[config.mk]
export PLATFORM = sky130hd
export DESIGN_NAME = bts_seq
export DESIGN_NICKNAME = d
export VERILOG_FILES = /design/src/rtl/bts_pkg.sv /design/src/rtl/bts_seq.sv
export SDC_FILE = /design/constraint.sdc
export NUM_CORES = 1
export LEC_CHECK = 0
export ABC_AREA = 1
export BUFFER_PORTS_ARGS = -buffer_cell sky130_fd_sc_hd__buf_2
export CAP_MARGIN = 20
export CORE_UTILIZATION = 58
export CTS_BUF_LIST = sky130_fd_sc_hd__clkbuf_8
export DETAILED_ROUTE_END_ITERATION = 12
export HOLD_SLACK_MARGIN = 0.06
export PLACE_DENSITY_LB_ADDON = 0.3
export SLEW_MARGIN = 30
export SYNTH_ARGS = -nofsm -noshare
export SYNTH_HDL_FRONTEND = slang
export SYNTH_SLANG_ARGS = --single-unit
[constraint.sdc]
create_clock -name aclk -period 2.2 [get_ports aclk]
set_input_delay 0.22 -clock aclk [delete_from_list [all_inputs] [get_ports aclk]]
set_output_delay 0.22 -clock aclk [all_outputs]
set_load 0.01 [all_outputs]
[src/rtl/bts_pkg.sv]
`timescale 1ns / 1ps
// ----------------------------------------------------------------------------
// bts_pkg
// Shared item types, command codes and the sort microprogram of the
// bitonic sorter unit.
// ----------------------------------------------------------------------------
package bts_pkg;

    // fixed field widths
    localparam int WORD_W = 32;
    localparam int CFG_W  = 4;

    localparam logic [CFG_W-1:0] COUNT_LOG2_RESET = 4'd10;

    // command codes of an input item
    localparam logic CMD_LOAD = 1'b0;
    localparam logic CMD_READ = 1'b1;

    typedef struct packed {
        logic                     command;
        logic signed [WORD_W-1:0] value;
    } in_item_t;

    typedef struct packed {
        logic signed [WORD_W-1:0] sorted_value;
        logic                     last_word;
        logic                     not_ready;
    } out_item_t;

    // microprogram addresses
    typedef logic [1:0] upc_t;

    localparam upc_t UC_RD   = 2'd0;
    localparam upc_t UC_CMP  = 2'd1;
    localparam upc_t UC_WR2  = 2'd2;
    localparam upc_t UC_STEP = 2'd3;

    // sequencing of one control word
    typedef enum logic [1:0] {
        JMP_NEXT,
        JMP_PAIRS,
        JMP_STEPS
    } jmp_t;

    typedef struct packed {
        logic rd_en;
        logic wr_lo;
        logic wr_hi;
        logic pair_inc;
        logic step_adv;
        jmp_t jmp;
        upc_t target;
    } ctl_t;

    localparam ctl_t CTL_IDLE = '{1'b0, 1'b0, 1'b0, 1'b0, 1'b0, JMP_NEXT, UC_RD};

    // sort microprogram
    // rd: read the first pair of a step
    // cmp: compare, write lower address, move to next pair
    // wr2: write upper address, read the next pair, loop while pairs remain
    // step: advance step and stage, loop while the network is not finished
    function automatic ctl_t uc_rom(input upc_t pc);
        ctl_t w;
        w = CTL_IDLE;
        case (pc)
            UC_RD: begin
                w.rd_en = 1'b1;
                w.jmp   = JMP_NEXT;
            end
            UC_CMP: begin
                w.wr_lo    = 1'b1;
                w.pair_inc = 1'b1;
                w.jmp      = JMP_NEXT;
            end
            UC_WR2: begin
                w.wr_hi  = 1'b1;
                w.rd_en  = 1'b1;
                w.jmp    = JMP_PAIRS;
                w.target = UC_CMP;
            end
            UC_STEP: begin
                w.step_adv = 1'b1;
                w.jmp      = JMP_STEPS;
                w.target   = UC_RD;
            end
            default: begin
                w = CTL_IDLE;
            end
        endcase
        return w;
    endfunction

endpackage

[src/rtl/bts_seq.sv]
`timescale 1ns / 1ps
// ----------------------------------------------------------------------------
// bts_seq
// Microcoded sequencer of the bitonic network: program counter, control
// word table, stage, step and pair counters, and pair address generation.
// ----------------------------------------------------------------------------
module bts_seq #(
    parameter int ADDR_W = 10,
    parameter int LG_W   = 4
) (
    input  logic              aclk,
    input  logic              aresetn,
    input  logic              start,
    input  logic [LG_W-1:0]   lgn,
    output bts_pkg::ctl_t     ctl,
    output logic [ADDR_W-1:0] addr_lo,
    output logic [ADDR_W-1:0] addr_hi,
    output logic              desc,
    output logic              done
);

    import bts_pkg::*;

    localparam int PAIR_W = (ADDR_W > 1) ? ADDR_W - 1 : 1;

    logic              run_reg;
    upc_t              pc_reg;
    upc_t              pc_next;
    logic [LG_W-1:0]   klog_reg;
    logic [LG_W-1:0]   jlog_reg;
    logic [PAIR_W-1:0] pair_reg;
    logic [PAIR_W-1:0] pair_last;
    logic              more_pairs;
    logic              more_steps;
    logic [ADDR_W-1:0] pair_ext;
    logic [ADDR_W-1:0] low_mask;
    logic [ADDR_W-1:0] lo_addr;
    logic [ADDR_W-1:0] stage_bits;

    // control word of the current step
    assign ctl = run_reg ? uc_rom(pc_reg) : CTL_IDLE;

    // loop conditions
    assign pair_last  = ~({PAIR_W{1'b1}} << (lgn - LG_W'(1)));
    assign more_pairs = (pair_reg != '0);
    assign more_steps = !((klog_reg == lgn) && (jlog_reg == '0));

    always_comb begin
        pc_next = pc_reg + upc_t'(1);
        case (ctl.jmp)
            JMP_NEXT:  pc_next = pc_reg + upc_t'(1);
            JMP_PAIRS: pc_next = more_pairs ? ctl.target : pc_reg + upc_t'(1);
            JMP_STEPS: pc_next = ctl.target;
            default:   pc_next = pc_reg + upc_t'(1);
        endcase
    end

    assign done = run_reg && (ctl.jmp == JMP_STEPS) && !more_steps;

    // pair addresses: a zero bit is inserted at the step position
    assign pair_ext   = ADDR_W'(pair_reg);
    assign low_mask   = ~({ADDR_W{1'b1}} << jlog_reg);
    assign lo_addr    = ((pair_ext & ~low_mask) << 1) | (pair_ext & low_mask);
    assign addr_lo    = lo_addr;
    assign addr_hi    = lo_addr | (ADDR_W'(1) << jlog_reg);
    assign stage_bits = lo_addr >> klog_reg;
    assign desc       = stage_bits[0];

    // program counter and loop counters
    always_ff @(posedge aclk) begin
        if (!aresetn) begin
            run_reg  <= 1'b0;
            pc_reg   <= UC_RD;
            klog_reg <= LG_W'(1);
            jlog_reg <= '0;
            pair_reg <= '0;
        end else if (start) begin
            run_reg  <= 1'b1;
            pc_reg   <= UC_RD;
            klog_reg <= LG_W'(1);
            jlog_reg <= '0;
            pair_reg <= '0;
        end else if (run_reg) begin
            pc_reg <= pc_next;
            if (ctl.pair_inc) begin
                pair_reg <= (pair_reg == pair_last) ? '0 : pair_reg + PAIR_W'(1);
            end
            if (ctl.step_adv) begin
                if (jlog_reg == '0) begin
                    klog_reg <= klog_reg + LG_W'(1);
                    jlog_reg <= klog_reg;
                end else begin
                    jlog_reg <= jlog_reg - LG_W'(1);
                end
            end
            if (done) begin
                run_reg <= 1'b0;
            end
        end
    end

endmodule

==> results.yml <==
finish:
  n_antenna_cell: 0
  fin_util_pct: 72.8
  syn_to_final_growth_pct: 19.1
  largest_register_ffs: 9
  final_nets: 398
  finalNonFillerCells: 415
  fin_area_um2: 2450
  layout-drive-gt1-share_pct: 24.4
place:
  place.gp.congestion: 1.04
  place_ws_ps: 208
  place_area_um2: 2300
  hpwl_um: 4380
  placedCellCount: 408
  port_buffers: 36
timing:
  rsz0062_at_grt: "yes"
  clock-skew-final_ps: 4.50
  slew_violations: 0
  fin_crit_sh_pct: 96.0
  hold_violations: 0
  setup_viol: 0
  max_freq_mhz: 474
  final.setup.worst_slack_ps: 88.6
  layout_min_cycle_time_ps: 2110
clocking:
  cts_tree: "done"
  htree_levels: 1
  root_buffer: "clkbuf_8"
  worst_skew_pair.late_latency_ps: 260
  cts_buffers: 3
  cts.path.max_buffers: 2
  clk_pin_slew_worst_paths_ps: 70
  clock-sinks: 20
power:
  power.leakage_nw: 1.31
  swShare_pct: 27.2
  comb_power_share_pct: 15.6
  power-per-cell-area_nw_per_um2: 315
  pwr-share-seq_pct: 47.6
  vdd_ir_drop_max_v: 0.000245
  netSwitchingPower_uw: 210
  internal-power_uw: 562
  clock_power_share_pct: 36.8
setup_path:
  worst_setup_path_start_kind: "register"
  worstSetupPathType: "reg -> out"
  cp.arrival_ps: 1890
  end_kind: "output pin"
  critPathSlowestCell: "dfxtp_2"
  cp-startpoint: "jlog_reg[0]$_SDFFE_PP0P_"
  crit_buf_inv: 4
  path_cells: "buf_4 > ha_2 > inv_1 > nand2_1 > o22ai_1 > inv_1 > o211ai_1 > o211ai_1 > nand2_1 > buf_2"
  reg2reg_from: "pc_reg[1]$_SDFFE_PP0P_"
  slowest_delay_ps: 340
  crit_family: "buffers and inverters"
  crit_fanout: 5
  critPathRequiredTime_ps: 1980
run_status:
  status: "completed"
yosys:
  synth_edf_count: 0
  postSynthAreaPerCell_um2: 6.31
  yosysSeqAreaShare_pct: 19.5
  ys_ff_latch: 20
  synth_nets: 354
  yosys_warnings: 0
  yosys.area.top_type: "dfxtp_1"
  syn_area_um2: 2060
  synth_cell_types: 38
  synth_area_leaders: "dfxtp_1 19%, nand2_1 14%, ha_1 13%, inv_1 10%, nand3_1 6.3%"
  synth_top_area_share_pct: 19.5
  synthFlopType: "dfxtp_1"
  synth_cells: 326
  ys_async_sr_fraction_pct: 0
hold_path:
  hold_path.class: "in -> reg"
  min_from: "aresetn"
drt:
  drtIter0Drc: 207
  wl_um: 5720
  drc: 0
  wl_per_cell_um: 13.8
  dr_total_vias: 2290
  ant_nets: 0
  vias_per_cell: 5.52
  drt-pass1-iter-count: 5
floorplanning:
  coreArea_um2: 3360
  die_width_um: 61.6
  die_area_um2: 3790
  initial_utilization_pct: 61.2
  num_rows: 21
  die_h_um: 61.6
  io_pins: 38
global_routing:
  grt_use_total_pct: 31.4
  antenna_found_initial: 0
  grt_pass1_vias: 1964
  grt_overflow: 0
  grt_pass1_wl_um: 8740
  grt_start_max_net_pins: 14
job:
  maxCapViolCount: 0
## kinds of logic after synthesis
kind of cell	synth area share (%)
and+or+nand+nor	35.0
buffers and inverters	13.2
AOI/OAI and AO/OA	16.4
adders and majority gates	12.8
DFF	19.5
xor gates and xnor gates	2.98
other	0.182
## cell usage after synthesis (5+ instances only)
master    instances
a21oi_1          12
dfxtp_1          20
ha_1             21
inv_1            56
nand2_1          78
nand2_2           8
nand3_1          26
nor2_1           25
o211ai_1          7
o21ai_0          15
o21bai_1          5
xor2_1            7
## what timing repair did
item                       CTS  global route
gates resized for setup      5            26
setup buffers                0             3
pin swaps                    1             7
cloned                       0             0
hold buffers                 0             0
setup endpoints to repair    1             1
## worst reg2reg max path, stage by stage (launching register included)
cell and delay [ps]:
dfxtp_1 340, inv_1 110, ha_1 210, nand2_4 100, inv_1 160, nand4_1 150, nor3_1 290, nand3_1 140
xor2_1 170, nor2_1 60
## final timing paths
check,end,slack (ps),cells past startpoint
setup / recovery,desc,90,10
hold / removal,run_reg$_SDFF_PN0_,190,3
setup reg to reg,pair_reg[8]$_SDFFE_PP0P_,380,9
hold reg to reg,pc_reg[0]$_SDFFE_PP0P_,550,2
## cell type report
cell class                      count  area, um2
Multi-Input combinational cell    240       1440
Fill cell                         299        913
Sequential cell                    20        410
Timing Repair Buffer               46        255
Inverter                           59        229
Tap cell                           46       57.6
Clock buffer                        4       55.1
## cells in the final DEF (no fill, tap or decap), types with 2 or more instances in the layout
cell,instances
ha_1,17
xor2_1,7
clkinv_1,2
or2_2,2
a31oi_1,4
o21ai_0,11
o21ai_2,4
nand4_1,4
inv_4,3
o21ai_1,3
ha_4,2
nand3_1,26
inv_1,52
inv_2,2
o22ai_1,4
o21bai_1,5
nand2_1,75
o211ai_1,7
dfxtp_1,16
buf_2,36
nor3_1,3
a21oi_1,11
nor2_1,25
dfxtp_4,2
ha_2,2
clkbuf_8,4
nand3_2,2
buf_4,10
nand2_2,11
nor2_4,3
dfxtp_2,2
## power groups by stage
| stage | Clock (mW) | Combinational, mW | Sequential, mW |
|---|---|---|---|
| after floorplan | 0 | 0.0964 | 0.375 |
| after global placement | 0 | 0.117 | 0.379 |
| after detailed placement | 0 | 0.118 | 0.379 |
| after CTS | 0.290 | 0.119 | 0.370 |
| after global routing | 0.309 | 0.138 | 0.369 |
| final | 0.284 | 0.121 | 0.368 |
## per-stage QoR
| stage | TNS, ps | power (mW) | hold slack [ps] |
|---|---|---|---|
| 2_1_floorplan | 0 | 0.472 | 350 |
| 3_3_place_gp | 0 | 0.496 | 460 |
| 3_5_place_dp | 0 | 0.497 | 467 |
| 4_1_cts | 0 | 0.779 | 190 |
| 5_1_grt | -29.7 | 0.816 | 219 |
| 6_report | 0 | 0.773 | 195 |
## metal layers
metal  global-route usage [%]  vias up  routed length [um]
met5                        0        -                   0
met4                     11.7        0                 151
met3                     5.04       16                 497
met2                     50.8      118                2570
met1                     41.9     1018                2510
li1                         -     1138                   -
No activity file was read; power rests on OpenSTA's default activity.
