===== config.mk =====
export PLATFORM = sky130hd
export DESIGN_NAME = bts_cmpx
export DESIGN_NICKNAME = d
export VERILOG_FILES = /design/src/rtl/bts_pkg.sv /design/src/rtl/bts_cmpx.sv
export SDC_FILE = /design/constraint.sdc
export NUM_CORES = 1
export LEC_CHECK = 0
export ABC_AREA = 1
export BUFFER_PORTS_ARGS = -buffer_cell sky130_fd_sc_hd__buf_4
export CORE_UTILIZATION = 50
export DETAILED_ROUTE_END_ITERATION = 16
export PLACE_DENSITY_LB_ADDON = 0.1
export SYNTH_ARGS = -nofsm -noshare
export SYNTH_HDL_FRONTEND = slang
export SYNTH_SLANG_ARGS = --single-unit

===== constraint.sdc =====
create_clock -name aclk -period 3.4 [get_ports aclk]
set_input_delay 0.68 -clock aclk [delete_from_list [all_inputs] [get_ports aclk]]
set_output_delay 0.68 -clock aclk [all_outputs]
set_load 0.1 [all_outputs]

===== src/rtl/bts_pkg.sv =====
`timescale 1ns / 1ps
// ----------------------------------------------------------------------------
// bts_pkg
// Shared item types, command codes and the sort microprogram of the
// bitonic sorter unit.
// ----------------------------------------------------------------------------
package bts_pkg;

    // fixed field widths
    localparam int WORD_W = 32;
    localparam int CFG_W  = 4;

    localparam logic [CFG_W-1:0] COUNT_LOG2_RESET = 4'd10;

    // command codes of an input item
    localparam logic CMD_LOAD = 1'b0;
    localparam logic CMD_READ = 1'b1;

    typedef struct packed {
        logic                     command;
        logic signed [WORD_W-1:0] value;
    } in_item_t;

    typedef struct packed {
        logic signed [WORD_W-1:0] sorted_value;
        logic                     last_word;
        logic                     not_ready;
    } out_item_t;

    // microprogram addresses
    typedef logic [1:0] upc_t;

    localparam upc_t UC_RD   = 2'd0;
    localparam upc_t UC_CMP  = 2'd1;
    localparam upc_t UC_WR2  = 2'd2;
    localparam upc_t UC_STEP = 2'd3;

    // sequencing of one control word
    typedef enum logic [1:0] {
        JMP_NEXT,
        JMP_PAIRS,
        JMP_STEPS
    } jmp_t;

    typedef struct packed {
        logic rd_en;
        logic wr_lo;
        logic wr_hi;
        logic pair_inc;
        logic step_adv;
        jmp_t jmp;
        upc_t target;
    } ctl_t;

    localparam ctl_t CTL_IDLE = '{1'b0, 1'b0, 1'b0, 1'b0, 1'b0, JMP_NEXT, UC_RD};

    // sort microprogram
    // rd: read the first pair of a step
    // cmp: compare, write lower address, move to next pair
    // wr2: write upper address, read the next pair, loop while pairs remain
    // step: advance step and stage, loop while the network is not finished
    function automatic ctl_t uc_rom(input upc_t pc);
        ctl_t w;
        w = CTL_IDLE;
        case (pc)
            UC_RD: begin
                w.rd_en = 1'b1;
                w.jmp   = JMP_NEXT;
            end
            UC_CMP: begin
                w.wr_lo    = 1'b1;
                w.pair_inc = 1'b1;
                w.jmp      = JMP_NEXT;
            end
            UC_WR2: begin
                w.wr_hi  = 1'b1;
                w.rd_en  = 1'b1;
                w.jmp    = JMP_PAIRS;
                w.target = UC_CMP;
            end
            UC_STEP: begin
                w.step_adv = 1'b1;
                w.jmp      = JMP_STEPS;
                w.target   = UC_RD;
            end
            default: begin
                w = CTL_IDLE;
            end
        endcase
        return w;
    endfunction

endpackage


===== src/rtl/bts_cmpx.sv =====
`timescale 1ns / 1ps
// ----------------------------------------------------------------------------
// bts_cmpx
// Compare-exchange datapath: orders one pair of words and writes it back
// through the single write port of the store, lower word first.
// ----------------------------------------------------------------------------
module bts_cmpx #(
    parameter int ADDR_W = 10
) (
    input  logic                        aclk,
    input  bts_pkg::ctl_t               ctl,
    input  logic [ADDR_W-1:0]           addr_lo,
    input  logic [ADDR_W-1:0]           addr_hi,
    input  logic                        desc,
    input  logic [bts_pkg::WORD_W-1:0]  rd_lo,
    input  logic [bts_pkg::WORD_W-1:0]  rd_hi,
    output logic                        wr_en,
    output logic [ADDR_W-1:0]           wr_addr,
    output logic [bts_pkg::WORD_W-1:0]  wr_data
);

    import bts_pkg::*;

    logic              swap;
    logic [ADDR_W-1:0] hi_addr_reg;
    logic [WORD_W-1:0] hi_data_reg;

    // ascending pairs swap when lower is greater, descending the other way
    assign swap = desc ? ($signed(rd_hi) > $signed(rd_lo))
                       : ($signed(rd_lo) > $signed(rd_hi));

    // hold the upper half of the pair for the second write
    always_ff @(posedge aclk) begin
        if (ctl.wr_lo) begin
            hi_addr_reg <= addr_hi;
            hi_data_reg <= swap ? rd_lo : rd_hi;
        end
    end

    // write port request
    always_comb begin
        wr_en   = 1'b0;
        wr_addr = addr_lo;
        wr_data = swap ? rd_hi : rd_lo;
        if (ctl.wr_lo) begin
            wr_en = 1'b1;
        end else if (ctl.wr_hi) begin
            wr_en   = 1'b1;
            wr_addr = hi_addr_reg;
            wr_data = hi_data_reg;
        end
    end

endmodule

==> metrics.txt, run 1 <==
GPL Wtd Cong=0.830; number of synthesized register bits=42; die width=86.1 um; largest net degree at the start of global routing=44; status=aborted with a tool error; multiplexer share of the synthesized area=0%; Die Ht=86.1 um; port bufs=130; Seq/Total Area, Yosys=35.7%; CTS Root Cell=clkbuf_8; Placed Area=5030 sq um; Yosys warnings=0; Synth Area in Compound Gates=7.61%; Sink Count=42; Mapped Area=3540 sq um; first error=[ERROR DPL-0033] detailed placement checks failed during check placement.; largest family of logic cells by synthesized area=simple AND/OR/NAND/NOR gates; Post-DP HPWL=6.81 mm; adder-cell share of the synthesized area=11.3%; WEP type=output port; simple-gate area share of the yosys netlist=35.2%; TritonCTS Buffers=5; Post-Synthesis Cells=487; Avg Cell Area, Syn=7.26 sq um; Initial Util=52.0%; Synth Area in XOR/XNOR=0%; DP Worst Slack=-0.270 ns; Synth cell types=23; H-tree depth=2; CTS Buffer Depth=2; io pins=138; worst setup endpoint GRT=wr_data[26]; initial antenna violation count=0; Syn Nets=614; failing step=global routing; Std-Cell Rows=30
-- through the flow --
stage / TNS [ns] / util, % / std cells
3_3_place_gp: -3.32 / 74.1 / 741
2_1_floorplan: 0 / - / 487
3_5_place_dp: -6.57 / 74.1 / 741
4_1_cts: -0.0925 / 85.5 / 758
-- logic make-up after synthesis --
| group | Yosys count |
|---|---|
| AND/OR/NAND/NOR | 279 |
| buffers and inverters | 82 |
| AO/OA/AOI/OAI | 52 |
| flip-flops | 42 |
| adder cells (fa/ha/maj) | 32 |
-- what timing repair did --
action,CTS
gates resized for setup,132
hold buffers,0
setup buffers,6
endpoints found under the setup margin,32
pin swaps,15
gates cloned,3
-- synth_stat cells --
cell | n | share of area (%)
a21oi_1 | 15 | 2.1
inv_1 | 58 | 6.2
nand4_1 | 2 | 0.35
buf_2 | 9 | 1.3
nand3_2 | 2 | 0.57
edfxtp_1 | 42 | 36
o21a_1 | 2 | 0.42
buf_4 | 1 | 0.21
nor2_2 | 1 | 0.18
nand2_4 | 1 | 0.32
nor2_1 | 9 | 0.96
nand2_1 | 177 | 19
o21ai_1 | 10 | 1.4
buf_6 | 5 | 1.6
a21o_1 | 1 | 0.21
o21ai_0 | 23 | 3.3
ha_1 | 32 | 11
nand3_1 | 52 | 7.4
nand3b_1 | 16 | 3.4
a31oi_1 | 1 | 0.18
or2_2 | 17 | 3.0
nor3_1 | 2 | 0.28
clkbuf_1 | 9 | 0.96
==> run 2, diff against run 1 <==
- CORE_UTILIZATION: 50 -> 40
- PLACE_DENSITY_LB_ADDON: 0.1 -> 0.15
==> run 2 against run 1 <==
The flow now finishes, with violations (setup timing). Synthesized area is the same. Synthesized cell count is the same.
==> metrics.txt, run 2 <==
Fmax achieved=0.283 GHz; post-route antenna net violation count=0; CTS Hold Bufs=0 (unchanged); Worst setup EP type=primary output; Hold Vio Cnt, Final=0; die footprint=9220 sq um; cell taking the most area after synthesis=edfxtp_1 (unchanged); Mapped Area=3540 sq um (unchanged); GR Util All Layers=22.8%; Yosys warnings=0 (unchanged); number of enable flip-flop cells after synthesis=42 (unchanged); Die Ht=96.0 um (was 86.1 um); CP Max Fanout=8; Std-Cell Rows=33 (was 30); Post-DP HPWL=7.22 mm (was 6.81 mm); TritonCTS Buffers=5 (unchanged); required time of the critical path=2.72 ns; CTS Buffer Depth=2 (unchanged); Final Slew Violations=0; first-pass GRT wire length=16.3 mm; CP Class=in2out; number of flip-flops in the largest register=32; vias per cell=5.06; H-tree depth=2 (unchanged); Slew @ Worst Pin=0.622 ns; most common cell in the netlist=nand2_1 (unchanged); drt pass-1 iters=4; Synth cell types=23 (unchanged); asr flop ratio synth=0% (unchanged); largest net degree at the start of global routing=44; Diodes inserted=0; Core Area=8380 sq um; final worst-path cycle share=104%; failing checks=setup timing; final net count=816; Period minus WS final=3.53 ns; status=finished, violations left (was aborted with a tool error); CTS tree=built; area growth from synthesis to layout=86.0%; hold_ws=0.545 ns; Final Core Density=78.5%; Largest stage delay, worst path=0.21 ns; fin worst setup slack=-0.133 ns; crit-path cells=buf_8, inv_6, ha_4, a21oi_1, o21a_1, nand2_2, a21oi_4, nand2_2, nand2_2, nand3_4, buf_4, buf_12, nand3_1, nand3_1, nand2_2, clkinvlp_4, buf_12; grt ovf=0; Worst-path clk slew=0.09 ns; WL/cell=15.2 um; Seq/Total Area, Yosys=35.7% (unchanged); io pins=138 (unchanged); initial antenna violation count=0; number of synthesized register bits=42 (unchanged); CP Data Arrival Time=2.85 ns; Post-synth top cells=nand2_1, inv_1, nand3_1 (unchanged); Worst setup SP type=primary input; most common cell after layout, fill and taps aside=buf_4; share of post-route cells with drive strength above 1=57.4%; Post-Synthesis Cells=487 (unchanged); Worst Hold Class=in2reg; Setup Viol. Count Final=23; vias in the first global route=3662; initial drt markers=163; Slew HR=58.6%; Initial Util=42.2% (was 52.0%); Routed WL=12.1 mm; Syn Nets=614 (unchanged); ys flop type=edfxtp_1 (unchanged); Sink Count=42 (unchanged); met3 WL=717 um; port bufs=130 (unchanged); # DRC=0; CTS Root Cell=clkbuf_8 (unchanged); GPL Wtd Cong=0.827 (was 0.830); Avg Cell Area, Syn=7.26 sq um (unchanged); DR vias=4024; Static Leak=0.00304 uW; total power per unit cell area=424 nW/um^2; unrepaired setup endpoints after global routing=yes; Post-Route M1 WL=4.82 mm; CP dominant cell by count=nand2_2; Slowest-stage cell, CP=a21oi_1; die width=96.0 um (was 86.1 um); Max Cap Viol=0; Routed met2 length=6.43 mm; top layer in use=met4; Yosys top cell area share=35.7% (unchanged); ranking of synthesized cells by area=edfxtp_1, nand2_1, ha_1 (unchanged); VDD IR max=293 uV; most frequent cells in the layout=buf_4, nand2_1, nand2_2
-- run 2: cell counts after synthesis --
No cell type changed its count.
-- run 2: layout make-up --
cell class | count | area (sq um)
clock inverters | 3 | 25.0
fillers | 596 | 1800
repair buffers | 219 | 2260
clock buffers | 5 | 68.8
flip-flops and latches | 42 | 1260
inverters | 58 | 318
well taps | 105 | 131
multi-input cells | 363 | 2510
-- run 2: routing by layer --
metal,up-vias,track usage (%)
met3,10,2.92
met4,0,4.98
met2,136,41.0
met1,1879,29.0
met5,-,0
li1,1999,-
-- run 2: cells by family after synthesis --
group | synth area share, %
compound gates | 7.61
fa+ha+maj | 11.3
buf+inv | 10.2
flops | 35.7
simple gates | 35.2
-- run 2: path summary, 6_finish.rpt --
kind | start | to | cells after the start
max | rd_hi[21] | wr_data[0] | 17
min | addr_hi[2] | hi_addr_reg[2] | 1
-- run 2: stage by stage --
step	instance area (sq um)	TNS, ns	total power (uW)	worst slack (ns)	std cells
finish	6580	-1.10	2790	-0.133	795
global route	6580	-4.34	2900	-0.234	795
CTS	5700	-0.767	2570	-0.0638	781
detailed placement	5180	-5.90	2010	-0.248	770
global placement	5180	-4.00	1990	-0.178	770
floorplan	3640	0	1620	0.0651	487
-- run 2: worst max-delay path, delay by kind of cell --
family / cells / cell delay, ns
AO/OA/AOI/OAI: 3 / 0.54
adder cells (fa/ha/maj): 1 / 0.20
buffers and inverters: 6 / 0.75
AND/OR/NAND/NOR: 7 / 0.67
-- run 2: repair_timing --
item / in CTS / in global routing
hold endpoints to repair: 0 / 0
cloned: 2 / 2
buffers inserted: 1 / 12
pin swaps: 6 / 33
endpoints found under the setup margin: 32 / 32
gates resized for setup: 87 / 179
-- run 2: report_power, final --
group | switching, uW | leakage, uW | internal [uW]
clock network | 216 | 0.0000447 | 149
logic | 1060 | 0.00258 | 694
registers | 14.5 | 0.000410 | 650
total | 1290 | 0.00304 | 1490
No activity file was read; power rests on OpenSTA's default activity.
==> run 3, diff against run 2 <==
==> constraint.sdc (replaced) <==
create_clock -name aclk -period 3.4 [get_ports aclk]
set_input_delay 0.17 -clock aclk [delete_from_list [all_inputs] [get_ports aclk]]
set_output_delay 0.17 -clock aclk [all_outputs]
set_load 0.1 [all_outputs]
==> run 3 against run 2 <==
Critical endpoint is now wr_data[14]. Critical path type unchanged. Via count fell by 14%. Cell count fell by 10%. Combinational power fell by 32%. Clock power rose by 13%. The flow now finishes without violations. Maximum frequency rose by 24%. Sequential cell count did not move.
==> metrics.txt, run 3 (same netlist as run 2, synthesis figures left out) <==
Slew @ Worst Pin=0.971 ns (was 0.622 ns); io pins=138 (unchanged); CTS Hold Bufs=0 (unchanged); Slew HR=35.3% (was 58.6%); Hold Vio Cnt, Final=0 (unchanged); post_cts resized=0 (was 87); post-route antenna net violation count=0 (unchanged); vias per cell=4.87 (was 5.06); Std-Cell Rows=33 (unchanged); Diodes inserted=0 (unchanged); H-tree depth=2 (unchanged); Final Core Density=55.9% (was 78.5%); drt pass-1 iters=6 (was 4); most common cell after layout, fill and taps aside=nand2_1 (was buf_4); required time of the critical path=3.23 ns (was 2.72 ns); status=completed (was finished, violations left); Max Cap Viol=0 (unchanged); share of post-route cells with drive strength above 1=27.6% (was 57.4%); final net count=734 (was 816); Worst-path clk slew=0.09 ns (about the same); final worst-path cycle share=84.1% (was 104%); Die Ht=96.0 um (unchanged); GPL Wtd Cong=0.807 (was 0.827); initial antenna violation count=0 (unchanged); die width=96.0 um (unchanged); Post-DP HPWL=6.39 mm (was 7.22 mm); Worst setup SP type=primary input (unchanged); most frequent cells in the layout=nand2_1, buf_4, inv_1 (was buf_4, nand2_1, nand2_2); CTS tree=built (unchanged); unrepaired setup endpoints after global routing=no (was yes); CP endpoint=wr_data[14] (was wr_data[0]); Worst setup EP type=primary output (unchanged); Period minus WS final=2.86 ns (was 3.53 ns); Final Slew Violations=0 (unchanged); Sink Count=42 (unchanged); TritonCTS Buffers=5 (unchanged); Setup Viol. Count Final=0 (was 23); initial drt markers=128 (was 163); GR Util All Layers=19.7% (was 22.8%); postcts setup bufs=0 (was 1); Initial Util=42.2% (unchanged); Static Leak=0.00245 uW (was 0.00304 uW); CP Data Arrival Time=2.69 ns (was 2.85 ns); port bufs=130 (unchanged); DR vias=3474 (was 4024); DP Worst Slack=0.532 ns (was -0.248 ns); total power per unit cell area=484 nW/um^2 (was 424 nW/um^2); Fmax achieved=0.350 GHz (was 0.283 GHz); CP startpoint=rd_hi[31] (was rd_hi[21]); WL/cell=12.7 um (was 15.2 um); CTS Buffer Depth=2 (unchanged); vias in the first global route=3123 (was 3662); first-pass GRT wire length=14.1 mm (was 16.3 mm); CP Class=in2out (unchanged); hold_ws=0.0450 ns (was 0.545 ns); VDD IR max=297 uV (was 293 uV); die footprint=9220 sq um (unchanged); CP Max Fanout=28 (was 8); Core Area=8380 sq um (unchanged); setup TNS=0 ns (was -1.10 ns); number of flip-flops in the largest register=32 (unchanged); Worst Hold Class=in2reg (unchanged); CTS Root Cell=clkbuf_8 (unchanged); Routed WL=9.08 mm (was 12.1 mm); grt ovf=0 (unchanged); largest net degree at the start of global routing=59 (was 44); # DRC=0 (unchanged); fin worst setup slack=0.539 ns (was -0.133 ns); area growth from synthesis to layout=32.4% (was 86.0%)
-- run 3: cell types whose count changed in the layout (fill, tap and decap cells not counted), moves of 14 or more --
cell | previous run | this run
nand2_1 | 118 | 177
nand2_2 | 55 | 0
inv_1 | 15 | 57
buf_12 | 30 | 1
ha_1 | 9 | 32
ha_4 | 23 | 0
buf_6 | 21 | 0
buf_4 | 152 | 136
clkinvlp_4 | 17 | 2
inv_4 | 14 | 0
-- run 3: how the worst min path moves through the flow --
stage | start | endpoint | slack [ns] | depth (start not counted)
CTS | addr_hi[6] | hi_addr_reg[6] | 0.03 | 1
detailed placement | addr_hi[1] | hi_addr_reg[1] | 0.35 | 1
floorplan | addr_hi[0] | hi_addr_reg[0] | 0.27 | 0
global route | addr_hi[9] | hi_addr_reg[9] | 0.03 | 1
finish | addr_hi[1] | hi_addr_reg[1] | 0.04 | 1
global placement | addr_hi[3] | hi_addr_reg[3] | 0.35 | 1
-- run 3: final cells by class --
type                       instances  area (sq um)
clock buffer                       5          68.8
clock inverter                     3          45.0
fill                             802          3700
inverter                          58           218
multi-input combinational        363          1920
sequential                        42          1260
tap                              105           131
timing repair buffer             137          1040
-- run 3: worst max-delay path, stage by stage --
cell	delay [ns]
buf_4	0.10
inv_1	0.09
ha_1	0.30
a21oi_1	0.17
o21a_1	0.14
nand2_1	0.05
a21oi_1	0.23
nand2_1	0.12
nand2_1	0.09
nand3_2	0.09
nand2_4	0.28
buf_4	0.28
nand2_1	0.08
nand3_1	0.07
nand2_1	0.07
inv_1	0.06
buf_4	0.28
-- run 3: per-layer routing --
metal	track usage [%]	wire length (um)	vias to the layer above
met5	0	0	-
met4	3.98	40	0
met3	3.95	531	2
met2	34.1	4230	100
met1	25.5	4270	1547
li1	-	-	1825
-- run 3: stage by stage --
stage	instances	instance area, sq um	power (uW)
global route	713	4680	2380
floorplan	487	3540	1580
CTS	713	4680	2280
detailed placement	705	4570	1870
finish	713	4680	2260
global placement	705	4570	1850
-- run 3: power by group --
part | switching, uW | internal (uW)
sequential | 13.5 | 650
clock | 194 | 219
combinational | 881 | 307
